[src/sv/mifd_pkg.sv]
// Shared types, constants and the copy-offset table for the MAG flag decoder.
// No dependencies; every other file imports this package.
package mifd_pkg;

  localparam int unsigned ROWS_MAX   = 1024;
  localparam int unsigned ROW_W      = 10;
  localparam int unsigned CFG_DATA_W = 11;

  localparam logic [7:0]  LINE_BYTES_RST = 8'd80;
  localparam logic [10:0] LINE_COUNT_RST = 11'd400;

  typedef enum logic [0:0] {
    REG_LINE_BYTES = 1'b0,
    REG_LINE_COUNT = 1'b1
  } cfg_reg_t;

  // copy distance = dx + (has_dy ? line width << dy_sh : 0)
  typedef struct packed {
    logic [2:0] dx;
    logic       has_dy;
    logic [2:0] dy_sh;
  } back_t;

  typedef struct packed {
    logic busy;
    logic line_end;
    logic frame_end;
  } pos_status_t;

  function automatic back_t back_lookup(input logic [3:0] nib);
    back_t b;
    unique case (nib)
      4'd0:  b = '{dx: 3'd0, has_dy: 1'b0, dy_sh: 3'd0};
      4'd1:  b = '{dx: 3'd1, has_dy: 1'b0, dy_sh: 3'd0};
      4'd2:  b = '{dx: 3'd2, has_dy: 1'b0, dy_sh: 3'd0};
      4'd3:  b = '{dx: 3'd4, has_dy: 1'b0, dy_sh: 3'd0};
      4'd4:  b = '{dx: 3'd0, has_dy: 1'b1, dy_sh: 3'd0};
      4'd5:  b = '{dx: 3'd1, has_dy: 1'b1, dy_sh: 3'd0};
      4'd6:  b = '{dx: 3'd0, has_dy: 1'b1, dy_sh: 3'd1};
      4'd7:  b = '{dx: 3'd1, has_dy: 1'b1, dy_sh: 3'd1};
      4'd8:  b = '{dx: 3'd2, has_dy: 1'b1, dy_sh: 3'd1};
      4'd9:  b = '{dx: 3'd0, has_dy: 1'b1, dy_sh: 3'd2};
      4'd10: b = '{dx: 3'd1, has_dy: 1'b1, dy_sh: 3'd2};
      4'd11: b = '{dx: 3'd2, has_dy: 1'b1, dy_sh: 3'd2};
      4'd12: b = '{dx: 3'd0, has_dy: 1'b1, dy_sh: 3'd3};
      4'd13: b = '{dx: 3'd1, has_dy: 1'b1, dy_sh: 3'd3};
      4'd14: b = '{dx: 3'd2, has_dy: 1'b1, dy_sh: 3'd3};
      4'd15: b = '{dx: 3'd0, has_dy: 1'b1, dy_sh: 3'd4};
      default: b = '{dx: 3'd0, has_dy: 1'b0, dy_sh: 3'd0};
    endcase
    return b;
  endfunction

endpackage

[src/sv/mifd_pos.sv]
// Position tracking: config registers, column/row counters and the linear
// group address of the current line (true and modulo history depth).
// Depends on mifd_pkg.
module mifd_pos import mifd_pkg::*; #(
  parameter  int unsigned MAX_LINE_BYTES = 128,
  parameter  int unsigned HISTORY_LINES  = 17,
  localparam int unsigned CW             = $clog2(MAX_LINE_BYTES),
  localparam int unsigned LBW            = ($clog2(MAX_LINE_BYTES + 1) > 8) ?
                                           $clog2(MAX_LINE_BYTES + 1) : 8,
  localparam int unsigned HIST_DEPTH     = HISTORY_LINES * 2 * MAX_LINE_BYTES,
  localparam int unsigned MW             = $clog2(HIST_DEPTH),
  localparam int unsigned LW             = $clog2(ROWS_MAX * 2 * MAX_LINE_BYTES)
) (
  input  logic                  clk,
  input  logic                  rst,
  input  logic                  adv,
  input  logic                  cfg_wr_en,
  input  cfg_reg_t              cfg_index,
  input  logic [CFG_DATA_W-1:0] cfg_data,
  output logic [CW-1:0]         col,
  output logic [ROW_W-1:0]      row,
  output logic [LW-1:0]         lin,
  output logic [MW-1:0]         lin_mod,
  output logic [LBW:0]          width,
  output pos_status_t           status
);

  logic [7:0]       line_bytes;
  logic [10:0]      line_count;
  logic [MW-1:0]    row_base;     // row * width mod history depth
  logic [LW-1:0]    row_lin;      // row * width
  logic             rebasing;
  logic [ROW_W-1:0] rb_cnt;

  logic [LBW-1:0] lb_ext;
  logic [LBW-1:0] eff_lb;
  logic [10:0]    eff_lc;
  logic [CW:0]    two_col;
  logic [MW:0]    mod_sum;
  logic [MW:0]    base_sum;
  logic [MW-1:0]  base_step;
  logic           line_end;
  logic           frame_end;

  always_comb begin
    lb_ext = LBW'(line_bytes);
    if (line_bytes == 8'd0) begin
      eff_lb = LBW'(1);
    end else if (lb_ext > LBW'(MAX_LINE_BYTES)) begin
      eff_lb = LBW'(MAX_LINE_BYTES);
    end else begin
      eff_lb = lb_ext;
    end

    if (line_count == 11'd0) begin
      eff_lc = 11'd1;
    end else if (line_count > 11'(ROWS_MAX)) begin
      eff_lc = 11'(ROWS_MAX);
    end else begin
      eff_lc = line_count;
    end

    width   = {eff_lb, 1'b0};
    two_col = {col, 1'b0};

    mod_sum = (MW+1)'(row_base) + (MW+1)'(two_col);
    lin_mod = (mod_sum >= (MW+1)'(HIST_DEPTH)) ?
              MW'(mod_sum - (MW+1)'(HIST_DEPTH)) : MW'(mod_sum);
    lin     = row_lin + LW'(two_col);

    base_sum  = (MW+1)'(row_base) + (MW+1)'(width);
    base_step = (base_sum >= (MW+1)'(HIST_DEPTH)) ?
                MW'(base_sum - (MW+1)'(HIST_DEPTH)) : MW'(base_sum);

    line_end  = (LBW'(col) + LBW'(1)) >= eff_lb;
    frame_end = line_end && ((11'(row) + 11'd1) >= eff_lc);

    status.busy      = rebasing;
    status.line_end  = line_end;
    status.frame_end = frame_end;
  end

  always_ff @(posedge clk) begin
    if (rst) begin
      line_bytes <= LINE_BYTES_RST;
      line_count <= LINE_COUNT_RST;
      col        <= '0;
      row        <= '0;
      row_base   <= '0;
      row_lin    <= '0;
      rebasing   <= 1'b0;
      rb_cnt     <= '0;
    end else begin
      if (adv) begin
        if (frame_end) begin
          col      <= '0;
          row      <= '0;
          row_base <= '0;
          row_lin  <= '0;
        end else if (line_end) begin
          col      <= '0;
          row      <= row + ROW_W'(1);
          row_base <= base_step;
          row_lin  <= row_lin + LW'(width);
        end else begin
          col <= col + CW'(1);
        end
      end

      // rebuild row * width after a width change, one line per cycle
      if (rebasing) begin
        if (rb_cnt == row) begin
          rebasing <= 1'b0;
        end else begin
          row_base <= base_step;
          row_lin  <= row_lin + LW'(width);
          rb_cnt   <= rb_cnt + ROW_W'(1);
        end
      end

      if (cfg_wr_en) begin
        unique case (cfg_index)
          REG_LINE_BYTES: begin
            line_bytes <= cfg_data[7:0];
            rebasing   <= 1'b1;
            rb_cnt     <= '0;
            row_base   <= '0;
            row_lin    <= '0;
          end
          REG_LINE_COUNT: line_count <= cfg_data;
        endcase
      end
    end
  end

endmodule

[config.mk]
export PLATFORM = sky130hd
export DESIGN_NAME = mifd_pos
export DESIGN_NICKNAME = d
export VERILOG_FILES = /design/src/sv/mifd_pkg.sv /design/src/sv/mifd_pos.sv
export SDC_FILE = /design/constraint.sdc
export NUM_CORES = 1
export LEC_CHECK = 0
export ABC_CLOCK_PERIOD_IN_PS = 3600
export BUFFER_PORTS_ARGS = -buffer_cell sky130_fd_sc_hd__buf_2
export CAP_MARGIN = 20
export CORE_MARGIN = 5
export CORE_UTILIZATION = 54
export CTS_CLUSTER_SIZE = 8
export DETAILED_ROUTE_END_ITERATION = 12
export GPL_TIMING_DRIVEN = 0
export PLACE_DENSITY = 0.82
export SYNTH_ARGS = -nofsm -noshare
export SYNTH_HDL_FRONTEND = slang
export SYNTH_SLANG_ARGS = --single-unit
[constraint.sdc]
create_clock -name clk -period 3.6 [get_ports clk]
set_input_delay 0.54 -clock clk [delete_from_list [all_inputs] [get_ports clk]]
set_output_delay 0.54 -clock clk [all_outputs]
set_load 0.05 [all_outputs]
==> flow_metrics.tcl, run 1 <==
set metrics [dict create \
    syn_area_um2 6130 \
    clock-sinks 78 \
    fin_worst_skew_ns 0.00540 \
    grt_overflow 0 \
    gp_congestion 0.877 \
    drv_slew 0 \
    grt_pass1_wl_mm 28.0 \
    ys_seq_area_share_pct 25.5 \
    crit_type "register to output port" \
    grt_max_degree 13 \
    cts.clk_slew.worst_paths_ns 0.06 \
    cts-root-buf "clkbuf_16" \
    cpMaxStageDelayCell "or4_4" \
    holdWs_ns 0.420 \
    synth.area.mux_share_pct 0.979 \
    ant_nets 0 \
    grt_pass1_vias 5993 \
    n_fill_cell 852 \
    final_hold_viol_count 0 \
    rows 39 \
    required_ns 3.06 \
    clockBufferDepth 2 \
    drtIter0Drc 367 \
    p_sw_mw 0.617 \
    io_buffers 74 \
    p_comb_share_pct 17.2 \
    synth_edf_count 0 \
    initial_core_util_pct 54.4 \
    synthArstFlopShare_pct 0 \
    synth_area_per_cell_um2 7.97 \
    nets 967 \
    fin_crit_ns 4.29 \
    ys_warn_count 0 \
    netSwitchingFraction_pct 29.3 \
    powerDensity_nw_per_um2 267 \
    intPower_mw 1.49 \
    hold_buffers 0 \
    hpwl_mm 12.4 \
    yosys_most_used_dff "dfxtp_1" \
    viasPerCell 6.00 \
    timing.fmax_mhz 233 \
    period_share_pct 119 \
    crit_path_start_kind "register" \
    seq_area_um2 1620 \
    multi_input_area_um2 4730 \
    synthesis.nets 845 \
    dieArea_um2 13600 \
    dr.pass1.iters 5 \
    routed-via-count 6240 \
    route.final.wire_length_mm 17.8 \
    p_leak_nw 3.49 \
    status "finished with violations" \
    synth-xor-area-share_pct 9.16 \
    cts_max_level 3 \
    setup_viol 5 \
    max_slew_margin_pct 42.9 \
    synth_top_family_by_area "simple AND/OR/NAND/NOR gates" \
    r2r_slack_ns 0.06 \
    tightestPinTransition_ns 0.846 \
    die_x_um 117 \
    drv_cap 0 \
    p_seq_share_pct 42.5 \
    worstHoldPathType "input port to register" \
    synth_seq_cells 78 \
    antenna_found_initial 0 \
    diodes 0 \
    endpoint_kind "output port" \
    io_pins 76 \
    syn_to_final_growth_pct 28.3 \
    routedWlPerCell_um 17.1 \
    coreArea_um2 11300 \
    drive_above_1_share_pct 29.2 \
    rsz0062_at_grt "true" \
    syn_inst 770 \
    slowest_delay_ns 0.43 \
    fp.dieH_um 117 \
    yosys.area_share.adder_pct 12.5 \
    dp_slack_ns -0.770 \
    cp_top_family "compound AO/OA/AOI/OAI gates" \
    final_common_cell "nand2_1" \
    vdd_drop_max_uv 339 \
    remaining_drc_errors 0 \
    worstPathArrival_ns 3.75 \
    path_buf_inv 2 \
    p_clk_share_pct 40.3 \
    path_max_fanout 3 \
    synthSimpleGateAreaFrac_pct 23.3 \
    cts_buffers 9 \
    track_usage_pct 25.6 \
    cts_tree "yes" \
    crit_chain "ha_4 > inv_2 > fa_2 > nor2b_2 > o31a_1 > o211ai_1 > xor2_2 > ha_2 > nand2_1 > or4_4 > nor4_4 > a211oi_4 > a21oi_2 > a31oi_4 > mux2i_4 > buf_6" \
    violations "setup timing" \
    final_cell_mix "102 x nand2_1, 64 x buf_2, 58 x dfxtp_1" \
    synth-compound-area-share_pct 23.2 \
    clkLatencyLatePin_ns 0.34 \
    worst_slack_ns -0.693 \
    synth.distinct_cells 83 \
]
[worst min-delay path: stages]
cell	delay [ns]
buf_2	0.08
nand2_1	0.04
nand3b_1	0.07
[logic make-up (layout without fill, tap and decap cells)]
group	count (synthesis)	count (layout)
AO/OA/AOI/OAI	202	202
other	1	1
adder cells (fa/ha/maj)	59	59
buffers and inverters	68	195
XOR/XNOR	62	62
AND/OR/NAND/NOR	294	294
flip-flops	78	78
multiplexers	6	6
[through the flow]
step	cells	setup TNS, ns	utilization, %	area (µm²)	power, mW
5_1_grt	1040	-3.55	69.9	7870	2.17
2_1_floorplan	770	-1.28	-	6330	1.15
3_5_place_dp	987	-6.14	61.0	6880	1.23
6_report	1040	-2.66	69.9	7870	2.10
4_1_cts	1024	-2.54	67.0	7550	2.08
3_3_place_gp	987	-4.54	61.0	6880	1.22
[per-layer routing]
layer / track usage, % / vias to the layer above / part of all wire [%]
li1: - / 2990 / -
met3: 4.66 / 66 / 6.1
met1: 29.9 / 2926 / 40
met4: 11.9 / 0 / 4.0
met5: 0 / - / 0
met2: 45.5 / 258 / 50
[power by group through the flow]
stage	Clock, mW	Sequential (mW)	Combinational, mW
2_1_floorplan	0	0.920	0.228
3_5_place_dp	0	0.919	0.307
5_1_grt	0.884	0.897	0.392
3_3_place_gp	0	0.918	0.301
6_report	0.848	0.895	0.361
4_1_cts	0.852	0.894	0.335
[cell type report]
type,instances,area share (%)
Inverter,30,1.53
Buffer,34,2.49
Clock buffer,12,3.13
Clock inverter,4,0.286
Timing Repair Buffer,115,9.65
Sequential cell,78,20.5
Multi-Input combinational cell,624,60.1
Tap cell,143,2.27
[path summary, 6_finish.rpt]
| path | to | start | cells past startpoint |
|---|---|---|---|
| hold / removal | line_count[8] | cfg_data[8] | 3 |
| setup / recovery | lin_mod[9] | col[0] | 16 |
| setup reg to reg | row_base[8] | lb_ext[1] | 17 |
| hold reg to reg | row_lin[0] | row_lin[0] | 1 |
[synthesized netlist by cell type (6+ instances only)]
master / instances / area share (%)
nand2_1: 105 / 6.4
dfxtp_1: 78 / 25
nor2_1: 66 / 4.0
a21oi_1: 60 / 4.9
ha_1: 55 / 11
xnor2_1: 37 / 5.3
o21ai_0: 32 / 2.6
inv_1: 28 / 1.7
clkbuf_1: 24 / 1.5
xor2_1: 24 / 3.4
and3_1: 21 / 2.1
nand3_1: 19 / 1.6
a22oi_1: 14 / 1.7
nand3b_1: 14 / 1.7
a21o_1: 13 / 1.6
and2_1: 10 / 1.0
nand2b_1: 9 / 0.92
nor2b_1: 8 / 0.82
nor3_1: 8 / 0.65
o21a_1: 8 / 0.98
o31ai_1: 8 / 0.98
a211oi_1: 7 / 0.86
buf_4: 6 / 0.73
mux2i_1: 6 / 0.98
nand4_1: 6 / 0.61
o211ai_1: 6 / 0.73
[registers in the layout, indices dropped and copies added, names as in the netlist]
register / flops
col: 7
row: 10
row_base: 13
lb_ext: 8
rebasing: 1
rb_cnt: 10
row_lin: 18
line_count: 11
[repair_timing]
action / CTS / global route
buffers inserted: 24 / 17
resized for setup: 61 / 58
setup endpoints to repair: 33 / 37
cloned: 0 / 0
pin swaps: 22 / 34
(Power assumes the default switching activity.)
==> inputs of run 2 (changes only) <==
--- a/config.mk
+++ b/config.mk
@@ -5,7 +5,7 @@
 export SDC_FILE = /design/constraint.sdc
 export NUM_CORES = 1
 export LEC_CHECK = 0
-export ABC_CLOCK_PERIOD_IN_PS = 3600
+export ABC_CLOCK_PERIOD_IN_PS = 3800
 export BUFFER_PORTS_ARGS = -buffer_cell sky130_fd_sc_hd__buf_2
 export CAP_MARGIN = 20
 export CORE_MARGIN = 5
@@ -13,7 +13,7 @@
 export CTS_CLUSTER_SIZE = 8
 export DETAILED_ROUTE_END_ITERATION = 12
 export GPL_TIMING_DRIVEN = 0
-export PLACE_DENSITY = 0.82
+export PLACE_DENSITY = 0.78
 export SYNTH_ARGS = -nofsm -noshare
 export SYNTH_HDL_FRONTEND = slang
 export SYNTH_SLANG_ARGS = --single-unit
==> constraint.sdc (replaced) <==
create_clock -name clk -period 3.8 [get_ports clk]
set_input_delay 0.57 -clock clk [delete_from_list [all_inputs] [get_ports clk]]
set_output_delay 0.57 -clock clk [all_outputs]
set_load 0.05 [all_outputs]
==> run 2 against run 1 <==
Against the previous run:
- the run still ends with setup timing left
- global-route usage rose by 0.061 points
- die area did not move
- setup slack improved by 0.22 ns
- final cell count fell by 0.77%
- register-to-register slack improved by 0.12 ns
- hold slack improved by 0.037 ns
- via count fell by 0.74%
- clock power fell by 1%
- sequential share of layout area rose by 0.39 points
- critical path type unchanged
==> flow_metrics.tcl, run 2 (same netlist as run 1, synthesis figures left out) <==
set metrics [dict create \
    syn_to_final_growth_pct 25.4 \
    crit_type "register to output port" \
    fin_worst_skew_ns 0.00968 \
    top_register "row_lin" \
    n_fill_cell 875 \
    cpMaxStageDelayCell "or4_4" \
    required_ns 3.23 \
    remaining_drc_errors 0 \
    die_x_um 117 \
    routedWlPerCell_um 17.0 \
    path_max_fanout 8 \
    p_leak_nw 3.41 \
    timing.fmax_mhz 234 \
    gp_congestion 0.907 \
    top_regs "row_lin: 18 flops, row_base: 13 flops, line_count: 11 flops" \
    powerDensity_nw_per_um2 261 \
    cts-root-buf "clkbuf_16" \
    stdcell_area_um2 7690 \
    hold_depth 3 \
    drtIter0Drc 469 \
    cts_max_level 3 \
    track_usage_pct 25.7 \
    status "finished with violations" \
    dp_cells 987 \
    drv_cap 0 \
    post_dp_cell_area_um2 6830 \
    max_slew_margin_pct 32.1 \
    worstHoldPathType "input port to register" \
    antenna_found_initial 0 \
    cts_tree "yes" \
    viasPerCell 6.00 \
    final_hold_viol_count 0 \
    clkLatencyLatePin_ns 0.34 \
    cts_buffers 9 \
    rows 39 \
    period_share_pct 113 \
    p_seq_share_pct 42.2 \
    dr.pass1.iters 5 \
    worst_slack_ns -0.477 \
    rsz0062_at_grt "true" \
    grt_max_degree 13 \
    io_buffers 74 \
    final_common_cell "nand2_1" \
    final_util_pct 68.2 \
    instances_no_fill 1032 \
    crit_path_start_kind "register" \
    drive_above_1_share_pct 25.4 \
    slowest_delay_ns 0.43 \
    routed-via-count 6194 \
    hpwl_mm 12.8 \
    p_clk_share_pct 41.6 \
    hold_buffers 0 \
    grt_overflow 0 \
    fin_crit_ns 4.28 \
    endpoint_kind "output port" \
    ant_nets 0 \
    setup_viol 4 \
    tightestPinTransition_ns 1.01 \
    fp.dieH_um 117 \
    grt_pass1_vias 6019 \
    p_sw_mw 0.572 \
    io_pins 76 \
    netSwitchingFraction_pct 28.5 \
    cts.clk_slew.worst_paths_ns 0.06 \
    clockBufferDepth 2 \
    worstPathArrival_ns 3.71 \
    nets 960 \
    p_comb_share_pct 16.1 \
    coreArea_um2 11300 \
    violations "setup timing" \
    vdd_drop_max_uv 241 \
    grt_pass1_wl_mm 28.1 \
    r2r_cells 17 \
    dieArea_um2 13600 \
    diodes 0 \
    crit_chain "ha_4 > or3_4 > a2111o_1 > and3_4 > nor2_4 > ha_2 > nand2_1 > or4_4 > nor4_4 > a211oi_4 > a21oi_2 > a31oi_4 > mux2i_4 > buf_6" \
    route.final.wire_length_mm 17.6 \
    intPower_mw 1.44 \
    largest_reg_flops 18 \
    final_cell_mix "103 x nand2_1, 64 x dfxtp_1, 63 x buf_2" \
    drv_slew 0 \
    initial_core_util_pct 54.4 \
    clock-sinks 78 \
]
-- run 2: cell types whose count changed in the layout (fill, tap and decap cells not counted), moves of 3 or more --
cell	before	now
a21oi_1	54	57
a21oi_2	7	3
and3_1	10	13
and3_4	10	7
buf_4	49	43
clkbuf_4	0	3
clkinvlp_4	3	0
dfxtp_1	58	64
dfxtp_2	8	2
nor2_1	56	62
nor2_2	8	3
-- run 2: path summary, 6_finish.rpt --
path / startpoint / to / slack, ns
worst max-delay path: col[5] / lin_mod[9] / -0.48
worst min-delay path: cfg_data[8] / line_count[8] / 0.46
worst max register to register: lb_ext[4] / row_base[9] / 0.18
worst min register to register: lb_ext[0] / lb_ext[0] / 0.47
-- run 2: worst max-delay path, delay by kind of cell (launching register included) --
family / cells / cell delay, ns
compound gates: 4 / 0.75
simple gates: 6 / 1.44
flops: 1 / 0.39
buf+inv: 1 / 0.16
mux: 1 / 0.24
fa+ha+maj: 2 / 0.36
-- run 2: power by group through the flow --
stage               clock network (mW)  logic, mW  registers (mW)
floorplan                            0      0.211           0.871
global placement                     0      0.279           0.869
detailed placement                   0      0.288           0.870
CTS                              0.840      0.309           0.849
global route                     0.878      0.355           0.850
finish                           0.837      0.324           0.848
-- run 2: area by class of cell --
| class | count | area, µm² | area share, % |
|---|---|---|---|
| well taps | 143 | 179 | 2.33 |
| repair buffers | 107 | 674 | 8.77 |
| clock inverters | 3 | 16.3 | 0.211 |
| clock buffers | 12 | 268 | 3.48 |
| plain buffers | 35 | 208 | 2.70 |
| multi-input cells | 624 | 4630 | 60.1 |
| inverters | 30 | 113 | 1.46 |
| flip-flops and latches | 78 | 1610 | 20.9 |
-- run 2: what timing repair did --
action,4_1_cts,5_1_grt
pin swaps,14,29
buffers inserted,20,13
endpoints found under the setup margin,19,22
gates resized for setup,50,43
cloned,0,0
-- run 2: per-layer routing --
metal | share of wire (%) | track usage (%) | vias up | wire length [µm]
met5 | 0 | 0 | - | 0
met3 | 6.0 | 4.09 | 49 | 1050
met4 | 3.4 | 11.9 | 0 | 589
met1 | 40 | 29.7 | 2924 | 7090
met2 | 50 | 46.3 | 240 | 8840
li1 | - | - | 2981 | -
-- run 2: metrics by stage --
stage               hold WS (ns)  TNS, ns  power, mW  setup WS, ns
global route               0.457    -2.59       2.08        -0.619
floorplan                  0.431   -0.629       1.08        -0.229
global placement           0.445    -2.48       1.15        -0.540
detailed placement         0.460    -3.40       1.16        -0.696
finish                     0.457    -1.76       2.01        -0.477
CTS                        0.444    -2.16       2.00        -0.588
