### src/sv/mifd_pkg.sv
// Shared types, constants and the copy-offset table for the MAG flag decoder.
// No dependencies; every other file imports this package.
package mifd_pkg;

  localparam int unsigned ROWS_MAX   = 1024;
  localparam int unsigned ROW_W      = 10;
  localparam int unsigned CFG_DATA_W = 11;

  localparam logic [7:0]  LINE_BYTES_RST = 8'd80;
  localparam logic [10:0] LINE_COUNT_RST = 11'd400;

  typedef enum logic [0:0] {
    REG_LINE_BYTES = 1'b0,
    REG_LINE_COUNT = 1'b1
  } cfg_reg_t;

  // copy distance = dx + (has_dy ? line width << dy_sh : 0)
  typedef struct packed {
    logic [2:0] dx;
    logic       has_dy;
    logic [2:0] dy_sh;
  } back_t;

  typedef struct packed {
    logic busy;
    logic line_end;
    logic frame_end;
  } pos_status_t;

  function automatic back_t back_lookup(input logic [3:0] nib);
    back_t b;
    unique case (nib)
      4'd0:  b = '{dx: 3'd0, has_dy: 1'b0, dy_sh: 3'd0};
      4'd1:  b = '{dx: 3'd1, has_dy: 1'b0, dy_sh: 3'd0};
      4'd2:  b = '{dx: 3'd2, has_dy: 1'b0, dy_sh: 3'd0};
      4'd3:  b = '{dx: 3'd4, has_dy: 1'b0, dy_sh: 3'd0};
      4'd4:  b = '{dx: 3'd0, has_dy: 1'b1, dy_sh: 3'd0};
      4'd5:  b = '{dx: 3'd1, has_dy: 1'b1, dy_sh: 3'd0};
      4'd6:  b = '{dx: 3'd0, has_dy: 1'b1, dy_sh: 3'd1};
      4'd7:  b = '{dx: 3'd1, has_dy: 1'b1, dy_sh: 3'd1};
      4'd8:  b = '{dx: 3'd2, has_dy: 1'b1, dy_sh: 3'd1};
      4'd9:  b = '{dx: 3'd0, has_dy: 1'b1, dy_sh: 3'd2};
      4'd10: b = '{dx: 3'd1, has_dy: 1'b1, dy_sh: 3'd2};
      4'd11: b = '{dx: 3'd2, has_dy: 1'b1, dy_sh: 3'd2};
      4'd12: b = '{dx: 3'd0, has_dy: 1'b1, dy_sh: 3'd3};
      4'd13: b = '{dx: 3'd1, has_dy: 1'b1, dy_sh: 3'd3};
      4'd14: b = '{dx: 3'd2, has_dy: 1'b1, dy_sh: 3'd3};
      4'd15: b = '{dx: 3'd0, has_dy: 1'b1, dy_sh: 3'd4};
      default: b = '{dx: 3'd0, has_dy: 1'b0, dy_sh: 3'd0};
    endcase
    return b;
  endfunction

endpackage

### src/sv/mifd_flag_store.sv
// Previous-line flag bytes: one entry per column with valid bits that a frame
// end clears, plus forwarding of the last write. Depends on mifd_pkg.
module mifd_flag_store import mifd_pkg::*; #(
  parameter  int unsigned DEPTH = 128,
  localparam int unsigned CW    = $clog2(DEPTH)
) (
  input  logic          clk,
  input  logic          rst,
  input  logic          rd_en,
  input  logic [CW-1:0] rd_col,
  input  logic          wr_en,
  input  logic [CW-1:0] wr_col,
  input  logic [7:0]    wr_data,
  input  logic          wr_clear,
  output logic [7:0]    rd_data
);

  logic [7:0]       mem [DEPTH];
  logic [DEPTH-1:0] vld;
  logic [7:0]       rd_q;
  logic             rd_vq;
  logic [CW-1:0]    rd_col_q;
  logic             rec_v;
  logic             rec_clear;
  logic [CW-1:0]    rec_col;
  logic [7:0]       rec_data;

  always_ff @(posedge clk) begin
    if (wr_en) begin
      mem[wr_col] <= wr_data;
    end
    if (rd_en) begin
      rd_q     <= mem[rd_col];
      rd_col_q <= rd_col;
    end
    if (wr_en) begin
      rec_col  <= wr_col;
      rec_data <= wr_data;
    end
  end

  always_ff @(posedge clk) begin
    if (rst) begin
      vld       <= '0;
      rd_vq     <= 1'b0;
      rec_v     <= 1'b0;
      rec_clear <= 1'b0;
    end else begin
      if (rd_en) begin
        rd_vq <= vld[rd_col];
      end
      if (wr_en) begin
        rec_v     <= 1'b1;
        rec_clear <= wr_clear;
        if (wr_clear) begin
          vld <= '0;
        end else begin
          vld[wr_col] <= 1'b1;
        end
      end
    end
  end

  // the write that lands on the same edge as the read is not in rd_q yet
  always_comb begin
    if (rec_clear) begin
      rd_data = 8'h00;
    end else if (rec_v && (rec_col == rd_col_q)) begin
      rd_data = rec_data;
    end else if (rd_vq) begin
      rd_data = rd_q;
    end else begin
      rd_data = 8'h00;
    end
  end

endmodule

### config.mk
export PLATFORM = sky130hd
export DESIGN_NAME = mifd_flag_store
export DESIGN_NICKNAME = d
export VERILOG_FILES = /design/src/sv/mifd_pkg.sv /design/src/sv/mifd_flag_store.sv
export SDC_FILE = /design/constraint.sdc
export NUM_CORES = 1
export LEC_CHECK = 0
export BUFFER_PORTS_ARGS = -buffer_cell sky130_fd_sc_hd__buf_2
export CAP_MARGIN = 20
export CORE_UTILIZATION = 35
export CTS_BUF_LIST = sky130_fd_sc_hd__clkbuf_4
export DETAILED_ROUTE_END_ITERATION = 10
export PLACE_DENSITY = 0.49
export RECOVER_POWER = 100
export SYNTH_ARGS = -nofsm -noshare
export SYNTH_HDL_FRONTEND = slang
export SYNTH_SLANG_ARGS = --single-unit
### constraint.sdc
create_clock -name clk -period 8.5 [get_ports clk]
set_input_delay 1.7 -clock clk [delete_from_list [all_inputs] [get_ports clk]]
set_output_delay 1.7 -clock clk [all_outputs]
set_load 0.01 [all_outputs]
==> results of run 1 <==
## cell families (layout without fill, tap and decap cells)
logic type      after synthesis  in the layout  share of synthesized area, %
compound gates               45             45                        0.6890
xor+xnor                      7              7                        0.1350
buf+inv                     122            711                         1.152
flops                      1185           1185                         75.49
mux                         384            384                         18.59
other cells                   0             12                             0
simple gates                451            451                         3.949
## metal layers
| layer | wire (um) | up-vias | global-route usage [%] |
|---|---|---|---|
| met5 | 41 | - | 0 |
| met4 | 2940 | 6 | 6.148 |
| met3 | 10260 | 199 | 5.711 |
| met2 | 58700 | 950 | 29.70 |
| met1 | 49300 | 12430 | 24.57 |
| li1 | - | 9847 | - |
## report_power, final
group          internal, uW  switching, uW  total [uW]
Combinational           215            368         583
Sequential             6380           13.0        6400
Clock                  2670           2300        4970
## how the worst min path moves through the flow
| stage | start | end | slack, ns |
|---|---|---|---|
| final | vld[89] | vld[89] | 0.47 |
| after global routing | vld[80] | vld[80] | 0.48 |
| after CTS | vld[74] | vld[74] | 0.47 |
| after detailed placement | vld[74] | vld[74] | 0.45 |
| after global placement | vld[74] | vld[74] | 0.44 |
| after floorplan | rec_v | rec_v | 0.43 |
## cells in the mapped netlist (2+ instances only)
master,number
sky130_fd_sc_hd__edfxtp_1,1054
sky130_fd_sc_hd__nor2_1,387
sky130_fd_sc_hd__mux4_2,366
sky130_fd_sc_hd__dfxtp_1,131
sky130_fd_sc_hd__clkbuf_1,70
sky130_fd_sc_hd__buf_2,25
sky130_fd_sc_hd__nand2_1,21
sky130_fd_sc_hd__nand3_1,15
sky130_fd_sc_hd__a21oi_1,12
sky130_fd_sc_hd__mux2_2,12
sky130_fd_sc_hd__buf_1,11
sky130_fd_sc_hd__buf_4,9
sky130_fd_sc_hd__o211ai_1,8
sky130_fd_sc_hd__xnor2_1,7
sky130_fd_sc_hd__mux2i_1,6
sky130_fd_sc_hd__nor2b_1,6
sky130_fd_sc_hd__o21a_1,6
sky130_fd_sc_hd__a2111oi_0,5
sky130_fd_sc_hd__inv_1,5
sky130_fd_sc_hd__or2_2,5
sky130_fd_sc_hd__and2_1,4
sky130_fd_sc_hd__nand4_1,4
sky130_fd_sc_hd__nand3b_1,3
sky130_fd_sc_hd__o21ai_0,3
sky130_fd_sc_hd__a22o_1,2
sky130_fd_sc_hd__a22oi_1,2
sky130_fd_sc_hd__a31oi_1,2
sky130_fd_sc_hd__clkinv_1,2
## through the flow
step | setup slack (ns) | util (%)
floorplan | 4.154 | -
global placement | 3.053 | 37.32
detailed placement | 3.063 | 37.64
CTS | 3.252 | 40.75
global route | 2.269 | 40.38
finish | 2.562 | 40.40
## state kept, by name, indices dropped and copies added, names as in the netlist
name	cells
rec_clear	1
mem	1024
rd_q	8
rec_data	8
rec_col	7
rec_v	1
vld	128
rd_vq	1
rd_col_q	7
## cell type report
class | count | area, um2
fillers | 11710 | 76390
flip-flops and latches | 1185 | 34270
multi-input cells | 887 | 10610
clock buffers | 483 | 3626
well taps | 1729 | 2163
repair buffers | 147 | 688.2
clock inverters | 74 | 362.8
diodes | 12 | 30.03
inverters | 7 | 28.78
## tightest hold or removal path, delay by kind of cell (launching register included)
kind             cells  cell delay (ns)
flip-flops           1             0.32
AND/OR/NAND/NOR      2             0.11
==> Implementation_results.wiki, run 1 <==
{| class="wikitable"
! Metric !! Value
|-
| Logic depth of the worst register-to-register path || 4
|-
| Violation count after the first detailed-routing iteration || 2,031
|-
| Sink Count || 1,185
|-
| Cell seen most often among critical-path stages || sky130_fd_sc_hd__clkbuf_1
|-
| Hold Vio Cnt, Final || 0
|-
| Residual antenna-violating net count after detailed routing || 1
|-
| Overall die area || 131,200 um2
|-
| Hold Worst Slack || 0.4668 ns
|-
| Root Buffer || sky130_fd_sc_hd__clkbuf_4
|-
| Type of origin of the critical path || input port
|-
| Capture point of the worst path || vld[64]
|-
| Total of endpoints with negative setup slack in the final report || 0
|-
| Violated checks || antenna violations, max-capacitance violations, max-slew violations
|-
| Total of flip-flops plus latches after synthesis || 1,185
|-
| RSZ-0062 raised after global routing || false
|-
| Tightest Pin Transition || 4.422 ns
|-
| Vias per inst || 5.179
|-
| Area share of the leading cell type in the synthesized netlist || 69.71%
|-
| Placed cell count || 3,948
|-
| Global placement routability congestion || 0.7937
|-
| DRC violations left || 0
|-
| Clock buffer depth || 4
|-
| Final layout net count || 2,580
|-
| Most common cell after layout, fill and taps aside || sky130_fd_sc_hd__edfxtp_1
|-
| Inserted Clock Buffers || 325
|-
| Maximum number of pins on one net before global-route repair || 97
|-
| Stage delay of the slowest cell on the critical path || 3.01 ns
|-
| Leak pwr || 0.01622 uW
|-
| Height of the die || 362.2 um
|-
| Overall power of the completed layout || 11,950 uW
|-
| Finished Cell Area || 51,780 um2
|-
| Layout Cells excl Fill || 4,524
|-
| Endpoint of the worst register-to-register path || rd_q[3]
|-
| Top Family by Delay on Critical Path || buffers and inverters
|-
| Setup Fix Bufs, Post-CTS || 0
|-
| Maximum fanout count along the critical path || 86
|-
| Vias || 23,430
|-
| Number of placed I/O pins || 35
|-
| Number of antenna violations at the first check in global routing || 17
|-
| Sequential fraction of the synthesis area || 75.49%
|-
| Synth async-reset ratio || 0%
|-
| Mean routed wirelength per cell || 26.80 um
|-
| Max rail drop VDD || 0.1491 mV
|-
| Startpoint of the most critical setup path || wr_en
|-
| Startpoint of the worst-slack reg-to-reg timing path || mem[112][3]
|-
| HPWL reported at the end of detailed placement || 74.23 mm
|-
| Clock Latency Late Sink || 1.22 ns
|-
| Critical path arrival || 6.82 ns
|-
| Flop-to-flop setup slack || 5.86 ns
|-
| Maximum achievable frequency || 0.1684 GHz
|-
| Overflow left after global routing || 0
|-
| Synthesized Nets || 2,221
|-
| Data required time of the critical path || 9.38 ns
|-
| Number of instances on the worst hold path || 2
|-
| Unique masters post-synth || 39
|-
| Outcome || finished with violations
|-
| Cell Rows || 131
|-
| Vias in the first global route || 24,450
|-
| Total negative slack || 0 ns
|-
| Die Wd || 362.2 um
|-
| Predominant post-synthesis flop cell || sky130_fd_sc_hd__edfxtp_1
|-
| Post-cts sizing count || 0
|-
| Register clock-pin slew on the reported worst setup and hold paths || 0.06 ns
|-
| Commonest cells after routing, fill and taps aside || sky130_fd_sc_hd__edfxtp_1 (1,054), sky130_fd_sc_hd__clkbuf_4 (483), sky130_fd_sc_hd__nor2_1 (387), sky130_fd_sc_hd__mux4_2 (366), sky130_fd_sc_hd__dfxtp_1 (131)
|-
| CTS tree || built
|-
| Ratio of final minimum period to clock period || 69.86%
|-
| Post-synthesis cell type with the largest combined area || sky130_fd_sc_hd__edfxtp_1
|-
| Buffers & Inverters on Critical Path || 3
|-
| Core Box Area || 128,200 um2
|-
| Slew HR || -194.8%
|-
| Cell types occupying the most area after synthesis || sky130_fd_sc_hd__edfxtp_1 (70%), sky130_fd_sc_hd__mux4_2 (18%), sky130_fd_sc_hd__dfxtp_1 (5.8%)
|-
| Final min period || 5.938 ns
|-
| Yosys warnings || 0
|-
| Area growth, synth to finish || 14.06%
|-
| CP cell instances || clkbuf_1 -> clkbuf_1 -> a21o_4 -> clkbuf_1 -> nor2_1
|-
| Quantity of hold-fixing buffers added after cts || 0
|-
| Crit. path cell count || 5
|-
| Count of input and output buffers || 34
|-
| Classification of the worst-slack hold path || flip-flop to flip-flop
|-
| # H-tree levels || 5
|-
| Cell with the biggest individual delay on the critical path || sky130_fd_sc_hd__clkbuf_1
|-
| Number of synthesized flops with an enable pin || 1,054
|-
| Combined area of all synthesized cells || 45,400 um2
|-
| Starting utilization of the core area || 35.42%
|-
| Number of search-and-repair iterations in the first detailed-routing pass || 7
|-
| Endpoint class of the critical path || flip-flop
|-
| Clock skew after layout || 0.1028 ns
|-
| Max cap viols || 20
|-
| Fraction of layout cells with a size suffix above 1 || 32.23%
|-
| Crit path kind || input port to flip-flop
|-
| Cell area power density || 230.7 nW/um2
|-
| Area after detailed placement || 48,240 um2
|-
| Detailed-route wire length || 121.2 mm
|-
| Slew Limit Fails || 1,161
|-
| Gate count of the mapped netlist || 2,194
|-
| Overall global routing resource usage || 18.74%
|-
| Mean instance size in the synthesized netlist || 20.69 um2
|-
| Global-route wire length before repair || 173.6 mm
|}
Power figures use the tool's default switching activity.
==> run 2, diff against run 1 <==
Clock period 8.5 ns to 5.9 ns, I/O delays scaled along.
==> run 2 against run 1 <==
Against the previous run:
- the run ends with max-capacitance violations, max-slew violations left
- die area unchanged
- via count down 1.6%
- clock skew down 0.012 ns
- total power up 43%
- critical path type unchanged
- critical endpoint is now rd_vq
- largest cell class unchanged
- largest power group unchanged
- highest routed layer unchanged
==> Implementation_results.wiki, run 2 (synthesis results as in run 1) <==
{| class="wikitable"
! Metric !! Value
|-
| Count of input and output buffers || 34 (unchanged)
|-
| Total of endpoints with negative setup slack in the final report || 0 (unchanged)
|-
| Number of antenna violations at the first check in global routing || 18 (+1)
|-
| Global-route wire length before repair || 172.3 mm (-0.71%)
|-
| Outcome || finished with violations
|-
| Area after detailed placement || 47,980 um2 (-0.55%)
|-
| Height of the die || 362.2 um (unchanged)
|-
| Commonest cells after routing, fill and taps aside || sky130_fd_sc_hd__edfxtp_1 (1,054), sky130_fd_sc_hd__clkbuf_4 (467), sky130_fd_sc_hd__nor2_1 (387), sky130_fd_sc_hd__mux4_2 (366), sky130_fd_sc_hd__dfxtp_1 (131)
|-
| Final min period || 5.162 ns
|-
| Max FFs per register || 1,024 (unchanged)
|-
| Final layout net count || 2,542 (-1.5%)
|-
| RSZ-0062 raised after global routing || false
|-
| HPWL reported at the end of detailed placement || 73.88 mm (-0.47%)
|-
| Clock Latency Late Sink || 1.21 ns (about the same)
|-
| Number of search-and-repair iterations in the first detailed-routing pass || 6 (-1)
|-
| Tightest Pin Transition || 4.590 ns (+0.1677 ns)
|-
| # H-tree levels || 5 (unchanged)
|-
| Max cap viols || 22 (+10%)
|-
| Flop-to-flop setup slack || 2.93 ns (-2.93 ns)
|-
| Startpoint of the worst-slack reg-to-reg timing path || vld[27]
|-
| Endpoint of the worst register-to-register path || rd_vq
|-
| Global placement routability congestion || 0.8033 (+1.2%)
|-
| Capture point of the worst path || rd_vq
|-
| Largest registers || mem x1024, vld x128
|-
| Overall global routing resource usage || 18.54% (-0.20 points)
|-
| Vias || 23,060 (-1.6%)
|-
| Data required time of the critical path || 6.93 ns (-2.45 ns)
|-
| CTS tree || built
|-
| Most common cell after layout, fill and taps aside || sky130_fd_sc_hd__edfxtp_1
|-
| Detailed-route wire length || 120.4 mm (-0.66%)
|-
| Largest reg by FF count || mem
|-
| Classification of the worst-slack hold path || input port to flip-flop
|-
| Logic depth of the worst register-to-register path || 6 (+2)
|-
| Clock buffer depth || 4 (unchanged)
|-
| Max rail drop VDD || 0.1637 mV (+9.8%)
|-
| Overflow left after global routing || 0 (unchanged)
|-
| Slew Limit Fails || 945 (-19%)
|-
| Core Box Area || 128,200 um2 (unchanged)
|-
| Violated checks || max-capacitance violations, max-slew violations
|-
| Mean routed wirelength per cell || 26.95 um (+0.56%)
|-
| Overall die area || 131,200 um2 (unchanged)
|-
| Clock skew after layout || 0.09119 ns (-0.01165 ns)
|-
| Vias per inst || 5.160 (-0.37%)
|-
| Starting utilization of the core area || 35.42% (unchanged)
|-
| Area growth, synth to finish || 13.71%
|-
| Critical path arrival || 6.19 ns (-0.63 ns)
|-
| Finished Cell Area || 51,630 um2 (-0.30%)
|-
| Register clock-pin slew on the reported worst setup and hold paths || 0.07 ns (about the same)
|-
| Quantity of hold-fixing buffers added after cts || 0 (unchanged)
|-
| Crit path kind || input port to flip-flop
|-
| Overall power of the completed layout || 17,070 uW (+43%)
|-
| Fraction of layout cells with a size suffix above 1 || 33.03% (+0.80 points)
|-
| Post-cts sizing count || 0 (unchanged)
|-
| Hold Vio Cnt, Final || 0 (unchanged)
|-
| Number of placed I/O pins || 35 (unchanged)
|-
| Maximum number of pins on one net before global-route repair || 93 (-4.1%)
|-
| Endpoint class of the critical path || flip-flop
|-
| Leak pwr || 0.01620 uW (-0.12%)
|-
| Die Wd || 362.2 um (unchanged)
|-
| Type of origin of the critical path || input port
|-
| Cell with the biggest individual delay on the critical path || sky130_fd_sc_hd__clkbuf_1
|-
| Vias in the first global route || 24,090 (-1.5%)
|-
| DRC violations left || 0 (unchanged)
|-
| Slew HR || -206.0% (-11 points)
|-
| Total negative slack || 0 ns (unchanged)
|-
| Residual antenna-violating net count after detailed routing || 0 (-1)
|-
| Hold Worst Slack || 0.2624 ns (-0.2044 ns)
|-
| CP cell instances || clkbuf_1 -> clkbuf_1 -> nor2_1 -> a22o_1 -> o21ai_0 -> a21oi_1 -> a2111oi_0 -> a2111oi_0
|-
| Cell area power density || 330.7 nW/um2 (+43%)
|-
| Startpoint of the most critical setup path || rd_col[3]
|-
| Sink Count || 1,185 (unchanged)
|-
| Maximum achievable frequency || 0.1937 GHz
|-
| Maximum fanout count along the critical path || 28 (-67%)
|-
| Inserted Clock Buffers || 326 (+0.31%)
|-
| Stage delay of the slowest cell on the critical path || 1.73 ns (-1.28 ns)
|-
| Violation count after the first detailed-routing iteration || 2,288 (+13%)
|-
| Cell Rows || 131 (unchanged)
|-
| Setup Fix Bufs, Post-CTS || 0 (unchanged)
|-
| Root Buffer || sky130_fd_sc_hd__clkbuf_4
|-
| Ratio of final minimum period to clock period || 87.49%
|}
==> run 2: cell count changes in the layout (fill, tap and decap cells not counted), moves of 6 or more <==
cell,delta
sky130_fd_sc_hd__buf_12,+6
sky130_fd_sc_hd__clkbuf_1,-60
sky130_fd_sc_hd__clkbuf_4,-16
sky130_fd_sc_hd__diode_2,-6
sky130_fd_sc_hd__clkbuf_2,+9
==> run 2: worst min-delay path by stage <==
| stage | from | to | cells after the start |
|---|---|---|---|
| after detailed placement | vld[62] | vld[62] | 2 |
| after global routing | wr_clear | rec_clear | 3 |
| after global placement | vld[63] | vld[63] | 2 |
| after floorplan | rec_v | rec_v | 2 |
| after CTS | wr_clear | rec_clear | 3 |
| final | wr_clear | rec_clear | 3 |
==> run 2: per-stage QoR <==
stage | util [%] | std cells | setup WS [ns]
final | 40.28 | 4469 | 0.7380
after global routing | 40.27 | 4465 | 0.8200
after CTS | 40.45 | 4456 | 1.164
after detailed placement | 37.43 | 3909 | 1.257
after global placement | 37.32 | 3895 | 1.175
after floorplan | - | 2194 | 2.074
==> run 2: cell type report <==
class / instances / area, um2
antenna: 6 / 15.01
clock buffer: 467 / 3506
clock inverter: 80 / 365.4
fill: 11730 / 76550
inverter: 7 / 28.78
multi-input combinational: 887 / 10610
sequential: 1185 / 34270
tap: 1729 / 2163
timing repair buffer: 108 / 670.6
==> run 2: worst max-delay path, delay by kind of cell <==
family | cells | cell delay [ns]
compound gates | 5 | 1.93
simple gates | 1 | 0.17
buf+inv | 2 | 2.89
==> run 2: layer usage <==
metal | up-vias | share of wire (%) | global-route usage [%]
li1 | 9753 | - | -
met1 | 12270 | 44 | 25.87
met2 | 893 | 48 | 28.67
met3 | 142 | 7.2 | 4.824
met4 | 2 | 1.5 | 5.143
met5 | - | 0.012 | 0
==> run 2: where the power goes <==
part / switching, uW / internal, uW / total [uW]
Clock: 3300 / 3700 / 7000
Sequential: 21.5 / 9190 / 9210
Combinational: 541 / 320 / 860
Total: 3860 / 13200 / 17100
==> run 3, diff against run 2 <==
Clock period 5.9 ns to 5.87 ns, I/O delays scaled along.
==> run 3 against run 2 <==
Against the previous run:
- sequential cell count is the same
- clock skew up 0.013 ns
- critical path depth down 3
- count of clock-buffer cells in the layout rose by 4
- register-to-register slack better by 0.31 ns
- the flow still finishes with violations (max-capacitance violations, max-slew violations)
- combinational power grew 2%
- die area is the same
- final cell count is 0.54% higher
- via count rose by 1.2%
- sequential share of layout area decreased by 0.25 points
- first-iteration DRC count shrank 5.3%
==> Implementation_results.wiki, run 3 (synthesis results as in run 1) <==
{| class="wikitable"
! Metric !! Value
|-
| Outcome || finished with violations
|-
| Violated checks || max-capacitance violations, max-slew violations
|-
| Maximum fanout count along the critical path || 50 (+79%)
|-
| Die Wd || 362.2 um (unchanged)
|-
| Clock buffer depth || 4 (unchanged)
|-
| Overall die area || 131,200 um2 (unchanged)
|-
| Capture point of the worst path || vld[107]
|-
| Layout Cells excl Fill || 4,493 (+0.54%)
|-
| Finished Cell Area || 51,820 um2 (+0.38%)
|-
| Total of fill cells in the finished design || 11,660 (-0.57%)
|-
| Hold Vio Cnt, Final || 0 (unchanged)
|-
| Tightest Pin Transition || 4.544 ns (-0.04609 ns)
|-
| Mean routed wirelength per cell || 27.11 um (+0.58%)
|-
| Post-cts sizing count || 0 (unchanged)
|-
| Setup Fix Bufs, Post-CTS || 0 (unchanged)
|-
| Maximum achievable frequency || 0.1972 GHz
|-
| Endpoint class of the critical path || flip-flop
|-
| Maximum number of pins on one net before global-route repair || 89 (-4.3%)
|-
| Cell Rows || 131 (unchanged)
|-
| Logic depth of the worst register-to-register path || 4 (-2)
|-
| Vias in the first global route || 24,260 (+0.68%)
|-
| Quantity of hold-fixing buffers added after cts || 0 (unchanged)
|-
| Area after detailed placement || 48,100 um2 (+0.26%)
|-
| Height of the die || 362.2 um (unchanged)
|-
| Number of search-and-repair iterations in the first detailed-routing pass || 5 (-1)
|-
| Root Buffer || sky130_fd_sc_hd__clkbuf_4
|-
| Critical path arrival || 5.97 ns (-0.22 ns)
|-
| Total negative slack || 0 ns (unchanged)
|-
| Largest registers || mem x1024, vld x128
|-
| Clock skew after layout || 0.1047 ns (+0.01348 ns)
|-
| Slew Limit Fails || 1,037 (+9.7%)
|-
| Number of placed I/O pins || 35 (unchanged)
|-
| Leak pwr || 0.01629 uW (+0.58%)
|-
| Vias per inst || 5.192 (+0.61%)
|-
| # H-tree levels || 5 (unchanged)
|-
| Classification of the worst-slack hold path || input port to flip-flop
|-
| Detailed-route wire length || 121.8 mm (+1.1%)
|-
| DRC violations left || 0 (unchanged)
|-
| Number of instances on the worst hold path || 3 (unchanged)
|-
| Endpoint of the worst register-to-register path || rd_q[0]
|-
| Overall global routing resource usage || 18.80% (+0.26 points)
|-
| RSZ-0062 raised after global routing || false
|-
| HPWL reported at the end of detailed placement || 74.81 mm (+1.2%)
|-
| Area growth, synth to finish || 14.14%
|-
| Global-route wire length before repair || 173.7 mm (+0.76%)
|-
| Max rail drop VDD || 0.1520 mV (-7.1%)
|-
| Slew HR || -202.9% (+3.1 points)
|-
| Starting utilization of the core area || 35.42% (unchanged)
|-
| Final layout net count || 2,552 (+0.39%)
|-
| Inserted Clock Buffers || 325 (-0.31%)
|-
| CTS tree || built
|-
| Largest reg by FF count || mem
|-
| Global placement routability congestion || 0.7917 (-1.4%)
|-
| Most common cell after layout, fill and taps aside || sky130_fd_sc_hd__edfxtp_1
|-
| Overflow left after global routing || 0 (unchanged)
|-
| Max FFs per register || 1,024 (unchanged)
|-
| Max cap viols || 21 (-4.5%)
|-
| Clock Latency Late Sink || 1.22 ns (about the same)
|-
| Total of endpoints with negative setup slack in the final report || 0 (unchanged)
|-
| Violation count after the first detailed-routing iteration || 2,166 (-5.3%)
|-
| Startpoint of the most critical setup path || wr_en
|-
| Number of antenna violations at the first check in global routing || 17 (-1)
|-
| Crit path kind || input port to flip-flop
|-
| Startpoint of the worst-slack reg-to-reg timing path || mem[108][0]
|-
| Register clock-pin slew on the reported worst setup and hold paths || 0.06 ns (about the same)
|-
| Flop-to-flop setup slack || 3.24 ns (+0.31 ns)
|-
| Cell area power density || 334.9 nW/um2 (+1.3%)
|-
| Ratio of final minimum period to clock period || 86.37%
|-
| Type of origin of the critical path || input port
|-
| Vias || 23,330 (+1.2%)
|-
| Placed cell count || 3,923 (+0.36%)
|-
| Final min period || 5.070 ns
|-
| Fraction of layout cells with a size suffix above 1 || 33.08% (+0.051 points)
|-
| Residual antenna-violating net count after detailed routing || 0 (unchanged)
|-
| Count of input and output buffers || 34 (unchanged)
|-
| Commonest cells after routing, fill and taps aside || sky130_fd_sc_hd__edfxtp_1 (1,054), sky130_fd_sc_hd__clkbuf_4 (471), sky130_fd_sc_hd__nor2_1 (387), sky130_fd_sc_hd__mux4_2 (366), sky130_fd_sc_hd__dfxtp_1 (131)
|-
| Sink Count || 1,185 (unchanged)
|-
| Data required time of the critical path || 6.77 ns (-0.16 ns)
|-
| Core Box Area || 128,200 um2 (unchanged)
|}
==> run 3: final cells by class <==
cell class / instances / area, um2 / area share, %
sequential: 1185 / 34270 / 66.14
multi-input combinational: 887 / 10610 / 20.47
clock buffer: 471 / 3536 / 6.823
tap: 1729 / 2163 / 4.175
timing repair buffer: 119 / 719.4 / 1.388
clock inverter: 91 / 484.2 / 0.9344
inverter: 7 / 28.78 / 0.05553
antenna: 4 / 10.01 / 0.01932
==> run 3: worst min-delay path by stage <==
stage,end,start
floorplan,rec_v,rec_v
global placement,vld[13],vld[13]
detailed placement,vld[72],vld[72]
CTS,rec_clear,wr_clear
global route,rec_v,rst
finish,rec_clear,wr_clear
==> run 3: metal layers <==
metal	global-route usage (%)	up-vias	routed length [um]
li1	-	9805	-
met1	25.44	12430	52450
met2	28.67	891	56730
met3	5.780	193	9704
met4	6.589	6	2867
met5	0	-	38
==> run 3: critical path, stage by stage <==
cell and delay [ns]:
sky130_fd_sc_hd__clkbuf_1 0.47, sky130_fd_sc_hd__clkbuf_1 0.83, sky130_fd_sc_hd__a21o_1 1.45, sky130_fd_sc_hd__clkbuf_1 1.86, sky130_fd_sc_hd__nor2_1 0.14
==> run 3: per-stage QoR <==
stage               hold WS (ns)  utilization (%)  total power, uW  worst slack, ns
floorplan                 0.4341                -             9890            2.050
global placement          0.4438            37.36            10310           0.6185
detailed placement        0.4536            37.53            10320            1.391
CTS                       0.1112            40.66            17590            1.166
global route              0.1879            40.42            18080           0.5790
finish                    0.2613            40.43            17350           0.8001
==> run 3: where the power goes <==
part,switching (uW),internal (uW),leakage [uW],total (uW)
sequential,19.6,9240,0.0106,9260
combinational,548,325,0.00333,873
clock,3330,3890,0.00241,7220
total,3900,13500,0.0163,17400
